### config.mk
export PLATFORM = sky130hd
export DESIGN_NAME = decal_interp
export DESIGN_NICKNAME = d
export VERILOG_FILES = /design/src/decal_pkg.sv /design/src/decal_interp.sv
export SDC_FILE = /design/constraint.sdc
export NUM_CORES = 1
export LEC_CHECK = 0
export BUFFER_PORTS_ARGS = -buffer_cell sky130_fd_sc_hd__buf_2
export CORE_ASPECT_RATIO = 1.1
export CORE_UTILIZATION = 60
export DETAILED_ROUTE_END_ITERATION = 8
export GPL_TIMING_DRIVEN = 0
export HOLD_SLACK_MARGIN = 0.08
export PLACE_DENSITY = 0.78
export SETUP_SLACK_MARGIN = 0.1
export SLEW_MARGIN = 20
export SYNTH_ARGS = -nofsm -noshare
export SYNTH_HDL_FRONTEND = slang
export SYNTH_SLANG_ARGS = --single-unit
### constraint.sdc
create_clock -name clk -period 16.7 [get_ports clk]
set_input_delay 3.34 -clock clk [delete_from_list [all_inputs] [get_ports clk]]
set_output_delay 3.34 -clock clk [all_outputs]
set_load 0.01 [all_outputs]
### src/decal_pkg.sv
package decal_pkg;

  localparam int RISE_BINS       = 256;
  localparam int HEIGHT_BINS     = 2048;
  localparam int PIXELS_PER_SIDE = 128;

  localparam int PIX_COUNT = PIXELS_PER_SIDE * PIXELS_PER_SIDE;
  localparam int PAW       = $clog2(PIX_COUNT);

  // The energy table is split into even and odd height banks.
  localparam int HALF_H     = (HEIGHT_BINS + 1) / 2;
  localparam int BANK_DEPTH = RISE_BINS * HALF_H;
  localparam int TAW        = $clog2(BANK_DEPTH);
  localparam int HBW        = $clog2(HEIGHT_BINS);
  localparam int RBW        = (RISE_BINS > 2) ? $clog2(RISE_BINS) : 1;

  // Rounding division of the corrected rise by 98304 = 3 * 2^15.
  localparam int RISE_HALF = 49152;
  localparam int RECIP3    = 43691;

  typedef enum logic [1:0] {
    CMD_CALIB = 2'd0,
    CMD_PIXEL = 2'd1,
    CMD_TABLE = 2'd2,
    CMD_NONE  = 2'd3
  } cmd_t;

  typedef struct packed {
    logic bad;
    logic low;
    logic high;
    logic hhigh;
  } flags_t;

endpackage

### src/decal_interp.sv
module decal_interp
  import decal_pkg::*;
(
  input  logic               clk,
  input  logic               en,
  input  logic signed [15:0] t_even,
  input  logic signed [15:0] t_odd,
  input  logic               hb_odd,
  input  logic [15:0]        frac,
  output logic [15:0]        energy,
  output logic               clamped
);

  logic signed [15:0] t0;
  logic signed [15:0] t1;
  logic signed [16:0] diff;
  logic signed [15:0] t0_r;
  logic signed [33:0] prod;
  logic signed [34:0] e;

  // Pick the two neighbor words by parity of the height bin.
  assign t0   = hb_odd ? t_odd : t_even;
  assign t1   = hb_odd ? t_even : t_odd;
  assign diff = 17'(t1) - 17'(t0);

  always_ff @(posedge clk) begin
    if (en) begin
      prod <= diff * $signed({1'b0, frac});
      t0_r <= t0;
    end
  end

  // Sum, then clamp at zero and saturate at the top.
  assign e       = 35'(prod) + (35'(t0_r) <<< 1);
  assign clamped = e <= 0;

  always_comb begin
    if (e <= 0) begin
      energy = 16'd0;
    end else if (e > 35'sd65535) begin
      energy = 16'hFFFF;
    end else begin
      energy = e[15:0];
    end
  end

endmodule

==> results.md <==
- GRT overflow: 0
- Hold_buf cts: 0
- Ys async rst share: 0%
- Worst relative slew slack: 25.16%
- Drt initial violations: 930
- # IOs: ~70
- RD Place Congestion: 0.9546
- Share of the synthesized area in the top cell type: 35.60%
- Die area: 26420 um^2
- # DRC: 0
- Post-Synthesis Cell Area: roughly 15000 um^2
- Max Clock Freq: 0.07105 GHz
- CP Capture Type: register
- Count of final hold-check violations: 0
- Max_cap viols: 0
- Yosys top cell by area: fa_1
- Setup Crit Path Kind: in -> reg
- Layout cell share with drive strength beyond 1: 6.042%
- Netlist cell types: 67
- Final hold slack: between 3 and 4 ns
- Drt wl/cell: 18.65 um
- Count leader, synth: inv_1
- Final worst-path cycle share: 84.28%
- Final Setup Violations: 0
- H-tree levels: 2
- Post-CTS Setup Bufs: 0
- CP Launch Type: primary input
- First-pass GRT wire length: 65090 um
- Slew @ Worst Pin: 1.115 ns
- # nets final: 2265
- Fin crit period: 14.07 ns
- YS warnings: 0
- Post-synthesis sequential area ratio: 9.709%
- # rows: 61
- Hold_sp: t_even[3]
- Crit path from: hb_odd
- Root Buffer Master: clkbuf_16
- Chip Height: roughly 170 um
- Top cells by count, synth: inv_1, fa_1, nand2_1
- Crit path top cell by count: fa_1
- Cell Count, Final, Fillers Out: 2150
- TritonCTS buffer count: 5
- Synthesized flop and latch total: 50
- Top cell family by delay on the critical path: adder cells
- Final HPWL DP: 33260 um
- Crit Path Max Fanout: 10
- Vias per cell: 5.813
- Final Util: 64.75%
- Buf+Inv Stages, Crit Path: 7
- WP data arrival: ~14 ns
- Number of fill cells in the layout: 2117
- Syn_area_per_cell: 8.919 um^2
- Post-placement cell count: 2142
- Post-CTS sizing: 0
- Critical Path RT: 16.73 ns
- Critical Path Sink: prod[33]
- Outcome: finished, final reports clean
- Antenna Cells: 0
- Slew Limit Fails: 0
- Multi-input gate area: ~12000 um^2
- Via count: roughly 12000
- CP Depth: 36
- Clock Tree Buf Depth: 2
- Die Wd: 155.1 um
- Synth Flop Type: edfxtp_1
- Setup total negative slack: 0 ns
- Largest net degree at the start of global routing: slightly above 50
- Initial Util: between 60% and 70%
- Largest cells by area after synthesis: fa_1, ha_1, edfxtp_1
- Clk slew on worst S/H paths: 0.07 ns
- Total track usage: around a third
- Antenna violations before repair: 0
- Worst path max stage delay: 0.75 ns
- Core area: 25260 um^2
- Crit-path slowest cell: a2111oi_0
- Post-Synthesis Cells: 1734
- CTS sink count: 50
- RSZ-0062 raised after global routing: no
- Synth-to-Final Area Change: 5.768%
- HP Class: in -> reg
- Post-synth net total: 2196
- Post-Route WL: 40090 um
- Number of flops mapped to enable cells by yosys: 50
- Port Buffers: 62
- Antenna viol nets, final: 0
- CTS tree: yes
- Number of global-route vias before repair: 13088
- Reg area: 1501 um^2
- First-pass DRT Iterations: 7
## routing by layer
layer | GRT usage, % | vias to the layer above | wire [um]
li1 | - | 5648 | -
met1 | 40.00 | 6145 | 15860
met2 | 55.93 | 585 | 19310
met3 | 4.635 | 119 | 3153
met4 | 13.43 | 0 | 1767
met5 | 0 | - | 0
## cells in the final DEF, fill, tap and decap left out, drive strengths merged, types with 4 or more instances in the layout
cell type and instances:
a31oi 5, a2111oi 5, o21a 16, buf 70
and3 7, nand2 195, o2111ai 4, nand4 10
or3 4, o22ai 4, o21ai 55, mux2 15
nor3 14, or2 4, mux2i 21, xnor2 49
a211o 4, clkbuf 59, a211oi 12, o21bai 12
and2 113, nand3 19, inv 363, a31o 4
nor2b 32, nor4 7, nand2b 23, xor2 20
ha 136, nand3b 4, fa 275, a21o 18
a21oi 69, nor2 45, o211a 6, o211ai 12
edfxtp 50, o31ai 7
## kinds of logic (layout without fill, tap and decap cells)
logic type	count (synthesis)	count (layout)	share of synthesized area, %
multiplexers	36	36	2.451
XOR/XNOR	69	69	3.908
flip-flops	50	50	9.709
buffers and inverters	423	493	10.37
adder cells (fa/ha/maj)	414	414	46.80
AND/OR/NAND/NOR	488	488	15.80
AO/OA/AOI/OAI	254	254	10.96
## metrics by stage
stage / area (um^2) / setup slack, ns
final: 16360 / 2.626
after global routing: 16360 / 2.256
after CTS: 16350 / 2.840
after detailed placement: 16210 / 2.584
after global placement: 16210 / 2.740
after floorplan: 15460 / 4.433
## worst min path at each step
stage | end | slack (ns) | cells past startpoint
after global placement | t0_r[8] | 3.69 | 3
after global routing | t0_r[15] | 3.40 | 3
after detailed placement | t0_r[15] | 3.69 | 3
after floorplan | prod[0] | 3.45 | 0
final | t0_r[3] | 3.39 | 3
after CTS | t0_r[15] | 3.39 | 3
## registers in the layout (all words and copies together), names as in the netlist
name / flops
prod: 34
t0_r: 16
## area by class of cell
class / instances / area share (%)
multi-input cells: 1261 / 75.56
flip-flops and latches: 50 / 9.179
clock buffers: 6 / 0.7879
plain buffers: 61 / 1.499
well taps: 346 / 2.647
repair buffers: 62 / 1.912
inverters: 362 / 8.307
clock inverters: 2 / 0.1071
Power is not shown: default switching activity piles up to over one toggle a cycle in this logic, so the estimate is an artifact.
