`src/decal_pkg.sv`:
```
package decal_pkg;

  localparam int RISE_BINS       = 256;
  localparam int HEIGHT_BINS     = 2048;
  localparam int PIXELS_PER_SIDE = 128;

  localparam int PIX_COUNT = PIXELS_PER_SIDE * PIXELS_PER_SIDE;
  localparam int PAW       = $clog2(PIX_COUNT);

  // The energy table is split into even and odd height banks.
  localparam int HALF_H     = (HEIGHT_BINS + 1) / 2;
  localparam int BANK_DEPTH = RISE_BINS * HALF_H;
  localparam int TAW        = $clog2(BANK_DEPTH);
  localparam int HBW        = $clog2(HEIGHT_BINS);
  localparam int RBW        = (RISE_BINS > 2) ? $clog2(RISE_BINS) : 1;

  // Rounding division of the corrected rise by 98304 = 3 * 2^15.
  localparam int RISE_HALF = 49152;
  localparam int RECIP3    = 43691;

  typedef enum logic [1:0] {
    CMD_CALIB = 2'd0,
    CMD_PIXEL = 2'd1,
    CMD_TABLE = 2'd2,
    CMD_NONE  = 2'd3
  } cmd_t;

  typedef struct packed {
    logic bad;
    logic low;
    logic high;
    logic hhigh;
  } flags_t;

endpackage

```
`src/decal_rise.sv`:
```
module decal_rise
  import decal_pkg::*;
(
  input  logic               clk,
  input  logic               en,
  input  logic [7:0]         rise_code,
  input  logic [15:0]        gain,
  input  logic signed [15:0] offset,
  output logic [12:0]        k,
  output logic               neg
);

  logic signed [27:0] num;
  logic [10:0]        scale;
  logic [27:0]        mag;

  // Corrected rise numerator over a fixed denominator.
  assign scale = 11'(5 * rise_code + 30);

  always_ff @(posedge clk) begin
    if (en) begin
      num <= 28'($signed({1'b0, scale}) * $signed({1'b0, gain}))
             + 28'(offset * 28'sd384);
    end
  end

  // Magnitude plus half the denominator, then divide by 2^15.
  assign mag = 28'((num < 0) ? -num : num) + 28'(RISE_HALF);

  always_ff @(posedge clk) begin
    if (en) begin
      k   <= mag[27:15];
      neg <= num < 0;
    end
  end

endmodule

```
`config.mk`:
```
export PLATFORM = sky130hd
export DESIGN_NAME = decal_rise
export DESIGN_NICKNAME = d
export VERILOG_FILES = /design/src/decal_pkg.sv /design/src/decal_rise.sv
export SDC_FILE = /design/constraint.sdc
export NUM_CORES = 1
export LEC_CHECK = 0
export ABC_AREA = 1
export BUFFER_PORTS_ARGS = -buffer_cell sky130_fd_sc_hd__buf_2
export CORE_MARGIN = 10
export CORE_UTILIZATION = 50
export DETAILED_ROUTE_END_ITERATION = 8
export HOLD_SLACK_MARGIN = 0.08
export PLACE_DENSITY = 0.67
export SLEW_MARGIN = 20
export SYNTH_ARGS = -nofsm -noshare
export SYNTH_HDL_FRONTEND = slang
export SYNTH_SLANG_ARGS = --single-unit
```
`constraint.sdc`:
```
create_clock -name clk -period 14.33 [get_ports clk]
set_input_delay 1.433 -clock clk [delete_from_list [all_inputs] [get_ports clk]]
set_output_delay 1.433 -clock clk [all_outputs]
set_load 0.01 [all_outputs]
```
==> results.sh, run 1 <==
export IMPL_die_h_um=163.5
export IMPL_ant_nets=0
export IMPL_initial_core_util_pct=50.90
export IMPL_synth_edf_count=42
export IMPL_die_width_um=163.5
export IMPL_fillers=1949
export IMPL_cts_tree="yes"
export IMPL_cp_required_ns=14.37
export IMPL_cts_clk_slew_worst_paths_ns=0.06
export IMPL_fin_skew_ns=0.003945
export IMPL_slew_viol_final=0
export IMPL_hold_buffers=0
export IMPL_avgViaCountPerCell=5.170
export IMPL_num_rows=52
export IMPL_worstPathArrival_ns=10.10
export IMPL_overflow=0
export IMPL_setup_violations=0
export IMPL_tightestPinTransition_ns=0.9140
export IMPL_rsz0062_at_grt="false"
export IMPL_crit_path_max_incr_delay_ns=0.56
export IMPL_cp_start_kind="primary input"
export IMPL_multiInputGateArea_um2=7868
export IMPL_whs_ns=0.7535
export IMPL_core_area_um2=20230
export IMPL_track_usage_pct=18.32
export IMPL_pre_cts_slack_ns=4.022
export IMPL_status="completed"
export IMPL_cts_buffers=5
export IMPL_relSlewSlack_pct=39.07
export IMPL_cap_violations=0
export IMPL_grt_max_degree=43
export IMPL_cts_resized_gates=0
export IMPL_synth_net_count=1656
export IMPL_cts_sinks=42
export IMPL_clock_path_buffers=2
export IMPL_drive_gt1_share_pct=7.291
export IMPL_drt_first_iter_violations=446
export IMPL_crit_path_max_fanout=17
export IMPL_grt_pass1_vias=8422
export IMPL_fmax_mhz=99.41
export IMPL_finalHoldViolCount=0
export IMPL_endpoint_kind="register"
export IMPL_htreeDepth=2
export IMPL_ctsRootBufferMaster="clkbuf_16"
export IMPL_port_buffers=55
export IMPL_gp_congestion=0.9486
export IMPL_wirelength_um=24270
export IMPL_slowest_stage="fa_1"
export IMPL_fin_ws_ns=4.271
export IMPL_vias=8629
export IMPL_drc_errors=0
export IMPL_synth_distinct_cells=48
export IMPL_synthFlopType="edfxtp_1"
export IMPL_antenna_found_initial=0
export IMPL_ioPinCount=56
export IMPL_netlist_instances=1353
export IMPL_post_cts_setup_buffer_count=0
export IMPL_diodes=0
export IMPL_areaGrowthSynthToFinish_pct=6.767
export IMPL_dieArea_um2=26740
export IMPL_yosysSeqAreaShare_pct=12.25
export IMPL_clk_latency_ns=0.28
export IMPL_seq_area_um2=1261
export IMPL_fin_nets=1701
export IMPL_wire_per_inst_um=14.54
export IMPL_hpwl_um=21310
export IMPL_cp_common_cell="nand2_1"
export IMPL_syn_area_um2=10300
export IMPL_grt_pass1_wl_um=40630
export IMPL_ys_warn_count=0
export IMPL_syn_avg_cell_area_um2=7.612
export IMPL_async_flop_share_pct=0
export IMPL_period_needed_ns=10.06
export IMPL_period_share_pct=70.19
export IMPL_synth_seq_cells=42
export IMPL_drt_pass1_iter_count=5
export IMPL_critPathKind="in2reg"
export IMPL_hp_class="reg2reg"
export IMPL_tns_ns=0
## logic make-up (layout without fill, tap and decap cells)
| logic type | count (synthesis) | count (layout) | synth area share (%) |
|---|---|---|---|
| AO/OA/AOI/OAI | 137 | 137 | 7.666 |
| XOR/XNOR | 63 | 63 | 5.358 |
| adder cells (fa/ha/maj) | 261 | 261 | 41.19 |
| buffers and inverters | 309 | 355 | 11.36 |
| flip-flops | 42 | 42 | 12.25 |
| AND/OR/NAND/NOR | 541 | 541 | 22.18 |
## metrics by stage
stage,cell area (um^2),util [%],cells
floorplan,10300,-,1353
CTS,11000,54.34,1669
detailed placement,10840,53.58,1661
finish,11000,54.34,1669
global route,11000,54.34,1669
global placement,10840,53.58,1661
## cells in the final DEF (no fill, tap or decap), types with 8 or more instances in the layout
master,Yosys,layout
o21bai_1,9,9
nand2_1,289,289
a21oi_1,68,68
o21ai_0,30,30
nand2_2,16,16
edfxtp_1,42,42
nand4_1,8,8
inv_1,289,289
nor2_1,142,142
xnor2_1,23,23
ha_1,131,131
xor2_1,40,40
nand3_1,54,54
fa_1,130,130
buf_2,1,55
## synth_stat cells (3+ instances only)
cell	n	area, um^2
nand2_1	289	1085
nor2_1	142	533.0
inv_1	289	1085
nand4_1	8	50.05
edfxtp_1	42	1261
nand2_2	16	100.1
a31oi_1	3	18.77
fa_1	130	2603
a21oi_1	68	340.3
o21ai_0	30	150.1
o21ai_1	4	20.02
ha_1	131	1639
o21ai_2	4	35.03
xor2_1	40	350.3
xnor2_1	23	201.4
o21bai_1	9	67.56
clkbuf_1	14	52.55
nand3_1	54	270.3
nor4_1	4	25.02
o21a_1	3	22.52
nor3_1	6	30.03
nor2_2	5	31.28
nand3b_1	3	22.52
nor2_4	5	56.30
## per-layer routing
layer | vias to the layer above | track usage (%) | share of wire, %
met5 | - | 0 | 0
met4 | 0 | 2.803 | 1.1
met3 | 19 | 2.693 | 5.9
met2 | 207 | 29.49 | 46
met1 | 4113 | 25.99 | 47
li1 | 4290 | - | -
## final timing paths
| path | cells past startpoint | slack, ns | endpoint | from |
|---|---|---|---|---|
| setup / recovery | 39 | 4.27 | num[27] | rise_code[1] |
| hold / removal | 3 | 0.75 | k[6] | num[21] |
| setup reg to reg | 10 | 12.04 | k[11] | num[27] |
| hold reg to reg | 3 | 0.75 | k[6] | num[21] |
## worst max-delay path, delay by kind of cell
family | cells | cell delay [ns]
XOR/XNOR | 1 | 0.19
adder cells (fa/ha/maj) | 9 | 4.29
buffers and inverters | 9 | 1.13
AND/OR/NAND/NOR | 14 | 1.67
AO/OA/AOI/OAI | 6 | 1.39
## sequential cells by signal, indices dropped and copies added, names as in the netlist
name	flops
num	28
k	13
neg	1
## area by class of cell
type / count / share of cell area (%)
Multi-Input combinational cell: 1002 / 71.55
Sequential cell: 42 / 11.47
Inverter: 291 / 9.934
Tap cell: 270 / 3.072
Timing Repair Buffer: 56 / 2.572
Clock buffer: 5 / 1.138
Clock inverter: 3 / 0.2617
Power of run 1 is left out: the tool's default activity adds up to more than one toggle a clock period on the data nets, which glitch-free logic cannot reach.
==> run 2, diff against run 1 <==
--- a/config.mk
+++ b/config.mk
@@ -5,13 +5,13 @@
 export SDC_FILE = /design/constraint.sdc
 export NUM_CORES = 1
 export LEC_CHECK = 0
-export ABC_AREA = 1
+export ABC_AREA = 0
 export BUFFER_PORTS_ARGS = -buffer_cell sky130_fd_sc_hd__buf_2
 export CORE_MARGIN = 10
 export CORE_UTILIZATION = 50
 export DETAILED_ROUTE_END_ITERATION = 8
 export HOLD_SLACK_MARGIN = 0.08
-export PLACE_DENSITY = 0.67
+export PLACE_DENSITY = 0.7
 export SLEW_MARGIN = 20
 export SYNTH_ARGS = -nofsm -noshare
 export SYNTH_HDL_FRONTEND = slang
==> constraint.sdc (replaced) <==
create_clock -name clk -period 8.2 [get_ports clk]
set_input_delay 0.82 -clock clk [delete_from_list [all_inputs] [get_ports clk]]
set_output_delay 0.82 -clock clk [all_outputs]
set_load 0.01 [all_outputs]
==> run 2 against run 1 <==
The flow now finishes with violations (setup timing); critical path depth fell by 1; global-route usage fell by 2.2 points; first-iteration DRC count fell by 39%; sequential cell count did not move; clock skew rose by 0.0011 ns; final area rose by 6.6%; sequential share of layout area fell by 0.71 points; utilization rose by 6.3 points; highest routed layer unchanged.
==> results.sh, run 2 <==
export IMPL_reg_top3="num: 28 flops, k: 13 flops, neg: 1 flops"
export IMPL_cts_tree="yes"
export IMPL_final_cell_mix="inv_1 (185), fa_1 (129), buf_4 (127), ha_1 (123), nand2_1 (97)"
export IMPL_synth_net_count=1393
export IMPL_die_h_um=159.7
export IMPL_drt_first_iter_violations=270
export IMPL_initial_core_util_pct=50.44
export IMPL_cts_clk_slew_worst_paths_ns=0.06
export IMPL_dieArea_um2=25490
export IMPL_gp_congestion=0.8804
export IMPL_violations="setup timing"
export IMPL_drive_gt1_share_pct=21.25
export IMPL_async_flop_share_pct=0
export IMPL_seq_area_um2=1261
export IMPL_synth_top_area_cell="fa_1"
export IMPL_clk_latency_ns=0.28
export IMPL_cts_buffers=5
export IMPL_ys_warn_count=0
export IMPL_syn_avg_cell_area_um2=8.947
export IMPL_multiInputGateArea_um2=8018
export IMPL_vias=7813
export IMPL_num_rows=51
export IMPL_finalHoldViolCount=0
export IMPL_ant_nets=0
export IMPL_synthFlopType="edfxtp_1"
export IMPL_yosysMostFrequentCell="inv_1"
export IMPL_cts_sinks=42
export IMPL_cp_start_kind="primary input"
export IMPL_period_share_pct=103.1
export IMPL_placed_area_um2=11220
export IMPL_htreeDepth=2
export IMPL_critPathKind="in2reg"
export IMPL_drt_pass1_iter_count=4
export IMPL_layout_commonest_cell="inv_1"
export IMPL_netlist_instances=1090
export IMPL_top_register="num"
export IMPL_fin_cells=1512
export IMPL_core_area_um2=19330
export IMPL_antenna_found_initial=0
export IMPL_wirelength_um=20600
export IMPL_synth_area_top_cells="fa_1 (27%), ha_1 (17%), edfxtp_1 (13%)"
export IMPL_endpoint_kind="register"
export IMPL_grt_max_degree=43
export IMPL_worstPathArrival_ns=8.49
export IMPL_clock_path_buffers=2
export IMPL_overflow=0
export IMPL_dp_cells=1493
export IMPL_netlist_top_cells_count="inv_1 (190), ha_1 (131), fa_1 (130)"
export IMPL_largest_register_ffs=28
export IMPL_synth_top_area_share_pct=26.69
export IMPL_design_area_um2=11720
export IMPL_fin_skew_ns=0.005009
export IMPL_synth_edf_count=42
export IMPL_wire_per_inst_um=13.62
export IMPL_fillers=1684
export IMPL_fin_ws_ns=-0.2560
export IMPL_crit_path_max_incr_delay_ns=0.56
export IMPL_cp_required_ns=8.23
export IMPL_slowest_stage="fa_1"
export IMPL_syn_area_um2=9752
export IMPL_slew_viol_final=0
export IMPL_hpwl_um=17510
export IMPL_period_needed_ns=8.456
export IMPL_cp_common_cell="fa_1"
export IMPL_grt_pass1_vias=7943
export IMPL_hp_class="reg2reg"
export IMPL_ctsRootBufferMaster="clkbuf_16"
export IMPL_fmax_mhz=118.3
export IMPL_avgViaCountPerCell=5.167
export IMPL_synth_distinct_cells=58
export IMPL_areaGrowthSynthToFinish_pct=20.21
export IMPL_cap_violations=0
export IMPL_setup_violations=6
export IMPL_synth_seq_cells=42
export IMPL_track_usage_pct=16.17
export IMPL_yosysSeqAreaShare_pct=12.93
export IMPL_whs_ns=0.6194
export IMPL_hold_buffers=0
export IMPL_fin_nets=1549
export IMPL_drc_errors=0
export IMPL_diodes=0
export IMPL_grt_pass1_wl_um=35910
export IMPL_tightestPinTransition_ns=0.8925
export IMPL_relSlewSlack_pct=40.50
export IMPL_die_width_um=159.7
export IMPL_rsz0062_at_grt="true"
export IMPL_status="finished with violations"
export IMPL_port_buffers=55
export IMPL_crit_path_max_fanout=4
export IMPL_ioPinCount=56
==> run 2: changes by cell type in the layout (fill, tap and decap cells not counted), sizes merged, moves of 11 or more <==
cell / before / now
nand2: 307 / 100
buf: 56 / 182
nor2: 152 / 42
inv: 292 / 190
and2: 2 / 79
nand3: 56 / 12
xnor2: 23 / 52
nor2b: 0 / 25
a21oi: 68 / 45
xor2: 40 / 20
nand2b: 0 / 18
a21o: 2 / 19
nor3: 6 / 17
==> run 2: logic make-up after synthesis <==
group	Yosys count	share of synthesized area [%]
adders and majority gates	261	43.50
xor gates and xnor gates	72	6.467
and+or+nand+nor	322	16.83
buffers and inverters	224	8.635
muxes	1	0.1026
DFF	42	12.93
AOI/OAI and AO/OA	168	11.53
==> run 2: routing by layer <==
layer	share of wire, %	track usage, %	up-vias
li1	-	-	3865
met1	45	21.17	3794
met2	50	27.85	122
met3	2.9	1.748	32
met4	1.9	4.128	0
met5	0	0	-
==> run 2: what timing repair did <==
action	4_1_cts	5_1_grt
resized for setup	30	36
setup buffers	7	9
pin swaps	34	58
endpoints found under the setup margin	9	12
hold endpoints to repair	0	0
==> run 2: path summary, 6_finish.rpt <==
check	slack, ns	depth (start not counted)	to	from
worst min-delay path	0.62	1	k[7]	num[22]
worst min register to register	0.62	1	k[7]	num[22]
worst max register to register	5.03	8	k[12]	num[0]
worst max-delay path	-0.26	38	num[25]	rise_code[0]
==> run 2: per-stage QoR <==
stage               TNS (ns)  setup slack (ns)  utilization, %
floorplan             -2.032           -0.5466               -
global placement      -4.280           -0.6643           58.03
detailed placement    -6.201           -0.8485           58.03
CTS                   -1.491           -0.3262           59.55
global route          -3.302           -0.5521           60.63
finish                -1.034           -0.2560           60.63
==> run 2: area by class of cell <==
cell class              count  share of cell area [%]
clock buffers               5                   1.067
flip-flops and latches     42                   10.76
well taps                 265                   2.828
inverters                 191                   6.159
multi-input cells         824                   68.40
repair buffers            182                   10.65
clock inverters             3                  0.1388
==> run 2: critical path: cells and delay by family <==
kind,cells,cell delay [ns]
AOI/OAI and AO/OA,15,2.40
xor gates and xnor gates,3,0.40
adders and majority gates,9,3.56
buffers and inverters,7,0.72
and+or+nand+nor,4,0.58
Power of run 2 is left out for the same reason.
==> run 3, diff against run 2 <==
--- a/config.mk
+++ b/config.mk
@@ -8,10 +8,10 @@
 export ABC_AREA = 0
 export BUFFER_PORTS_ARGS = -buffer_cell sky130_fd_sc_hd__buf_2
 export CORE_MARGIN = 10
-export CORE_UTILIZATION = 50
+export CORE_UTILIZATION = 55
 export DETAILED_ROUTE_END_ITERATION = 8
 export HOLD_SLACK_MARGIN = 0.08
-export PLACE_DENSITY = 0.7
+export PLACE_DENSITY = 0.73
 export SLEW_MARGIN = 20
 export SYNTH_ARGS = -nofsm -noshare
 export SYNTH_HDL_FRONTEND = slang
==> constraint.sdc (replaced) <==
create_clock -name clk -period 8.06 [get_ports clk]
set_input_delay 0.806 -clock clk [delete_from_list [all_inputs] [get_ports clk]]
set_output_delay 0.806 -clock clk [all_outputs]
set_load 0.01 [all_outputs]
==> run 3 against run 2 <==
Utilization is 7.1 points higher; via count is 2.2% higher; the run still ends with setup timing left; sequential share of layout area barely moved.
==> results.sh, run 3 (synthesis results as in run 2) <==
export IMPL_status="finished with violations"
export IMPL_violations="setup timing"
export IMPL_cts_sinks=42
export IMPL_overflow=0
export IMPL_fin_ws_ns=-0.3859
export IMPL_dieArea_um2=23460
export IMPL_drt_pass1_iter_count=5
export IMPL_startpoint="rise_code[0]"
export IMPL_reg2reg_depth=11
export IMPL_grt_max_degree=43
export IMPL_cts_buffers=5
export IMPL_grt_pass1_wl_um=36710
export IMPL_crit_path_max_fanout=8
export IMPL_critPathKind="in2reg"
export IMPL_num_rows=48
export IMPL_vias=7982
export IMPL_areaGrowthSynthToFinish_pct=20.58
export IMPL_tightestPinTransition_ns=0.9040
export IMPL_hpwl_um=17720
export IMPL_endpoint_kind="register"
export IMPL_ioPinCount=56
export IMPL_grt_pass1_vias=8062
export IMPL_final_cell_mix="inv_1 (184), fa_1 (129), buf_4 (128), ha_1 (125), nand2_1 (96)"
export IMPL_cts_tree="yes"
export IMPL_period_share_pct=104.8
export IMPL_diodes=0
export IMPL_drive_gt1_share_pct=21.82
export IMPL_dp_cells=1459
export IMPL_hp_class="reg2reg"
export IMPL_crit_path_end="num[24]"
export IMPL_avgViaCountPerCell=5.408
export IMPL_track_usage_pct=17.77
export IMPL_fin_nets=1553
export IMPL_ctsRootBufferMaster="clkbuf_16"
export IMPL_layout_commonest_cell="inv_1"
export IMPL_ant_nets=0
export IMPL_wirelength_um=21340
export IMPL_largest_register_ffs=28
export IMPL_die_h_um=153.2
export IMPL_finalHoldViolCount=0
export IMPL_clock_path_buffers=2
export IMPL_slew_viol_final=0
export IMPL_cap_violations=0
export IMPL_setup_violations=9
export IMPL_drc_errors=0
export IMPL_port_buffers=55
export IMPL_fin_cells=1476
export IMPL_cp_start_kind="primary input"
export IMPL_fmax_mhz=118.4
export IMPL_crit_reg2reg_launch="num[6]"
export IMPL_fillers=1376
export IMPL_rsz0062_at_grt="true"
export IMPL_fin_skew_ns=0.005392
export IMPL_initial_core_util_pct=56.19
export IMPL_wire_per_inst_um=14.46
export IMPL_cts_clk_slew_worst_paths_ns=0.06
export IMPL_period_needed_ns=8.446
export IMPL_drt_first_iter_violations=349
export IMPL_relSlewSlack_pct=39.73
export IMPL_slowest_stage="fa_1"
export IMPL_crit_path_max_incr_delay_ns=0.55
export IMPL_worstPathArrival_ns=8.48
export IMPL_reg_top3="num: 28 flops, k: 13 flops, neg: 1 flops"
export IMPL_regToRegSetupSlack_ns=4.88
export IMPL_gp_congestion=0.9002
export IMPL_top_register="num"
export IMPL_die_width_um=153.2
export IMPL_core_area_um2=17360
export IMPL_r2r_end="k[11]"
export IMPL_antenna_found_initial=0
export IMPL_cp_common_cell="fa_1"
export IMPL_clk_latency_ns=0.28
export IMPL_cp_required_ns=8.09
export IMPL_htreeDepth=2
run 3: cell types whose count changed in the layout (fill, tap and decap cells not counted), sizes merged:
cell,before,now
buf,182,186
run 3: worst max-delay path: cells and delay by family:
family / cells / cell delay [ns]
compound gates: 15 / 2.36
xor+xnor: 3 / 0.42
fa+ha+maj: 9 / 3.74
buf+inv: 7 / 0.69
simple gates: 3 / 0.44
run 3: metrics by stage:
step	TNS [ns]	hold slack, ns	util (%)	area [um^2]	setup WS (ns)
after CTS	-1.997	0.6264	66.44	11530	-0.3914
after floorplan	-3.026	0.4806	-	9907	-0.6726
after global placement	-5.316	0.6184	64.61	11210	-0.7311
after global routing	-5.584	0.6564	67.75	11760	-0.7255
final	-2.155	0.6209	67.75	11760	-0.3859
after detailed placement	-7.445	0.6108	64.61	11210	-0.9552
run 3: area by class of cell:
| cell class | instances | area (um^2) | area share, % |
|---|---|---|---|
| Timing Repair Buffer | 186 | 1292 | 10.99 |
| Inverter | 191 | 721.9 | 6.140 |
| Multi-Input combinational cell | 824 | 8060 | 68.55 |
| Sequential cell | 42 | 1261 | 10.73 |
| Clock buffer | 5 | 125.1 | 1.064 |
| Tap cell | 225 | 281.5 | 2.394 |
| Clock inverter | 3 | 16.27 | 0.1383 |
run 3: what timing repair did:
item	CTS	global route
setup buffers	6	4
setup endpoints to repair	11	12
pin swaps	38	23
resized for setup	34	41
hold buffers	0	0
run 3: layer usage:
layer  routed length (um)  GRT usage (%)  part of all wire (%)  vias up
met4                  240          3.270                   1.1        0
met2                10990          31.15                    51      164
li1                     -              -                     -     3873
met5                    0              0                     0        -
met1                 9392          23.79                    44     3923
met3                  718         0.9820                   3.4       22
run 3: worst min path at each step:
stage	start	end	slack [ns]	cells after the start
floorplan	num[27]	neg	0.48	0
global placement	num[26]	k[11]	0.62	1
detailed placement	num[26]	k[11]	0.61	1
CTS	num[26]	k[11]	0.63	1
global route	num[26]	k[11]	0.66	1
finish	num[26]	k[11]	0.62	1
Power of run 3 is left out for the same reason.
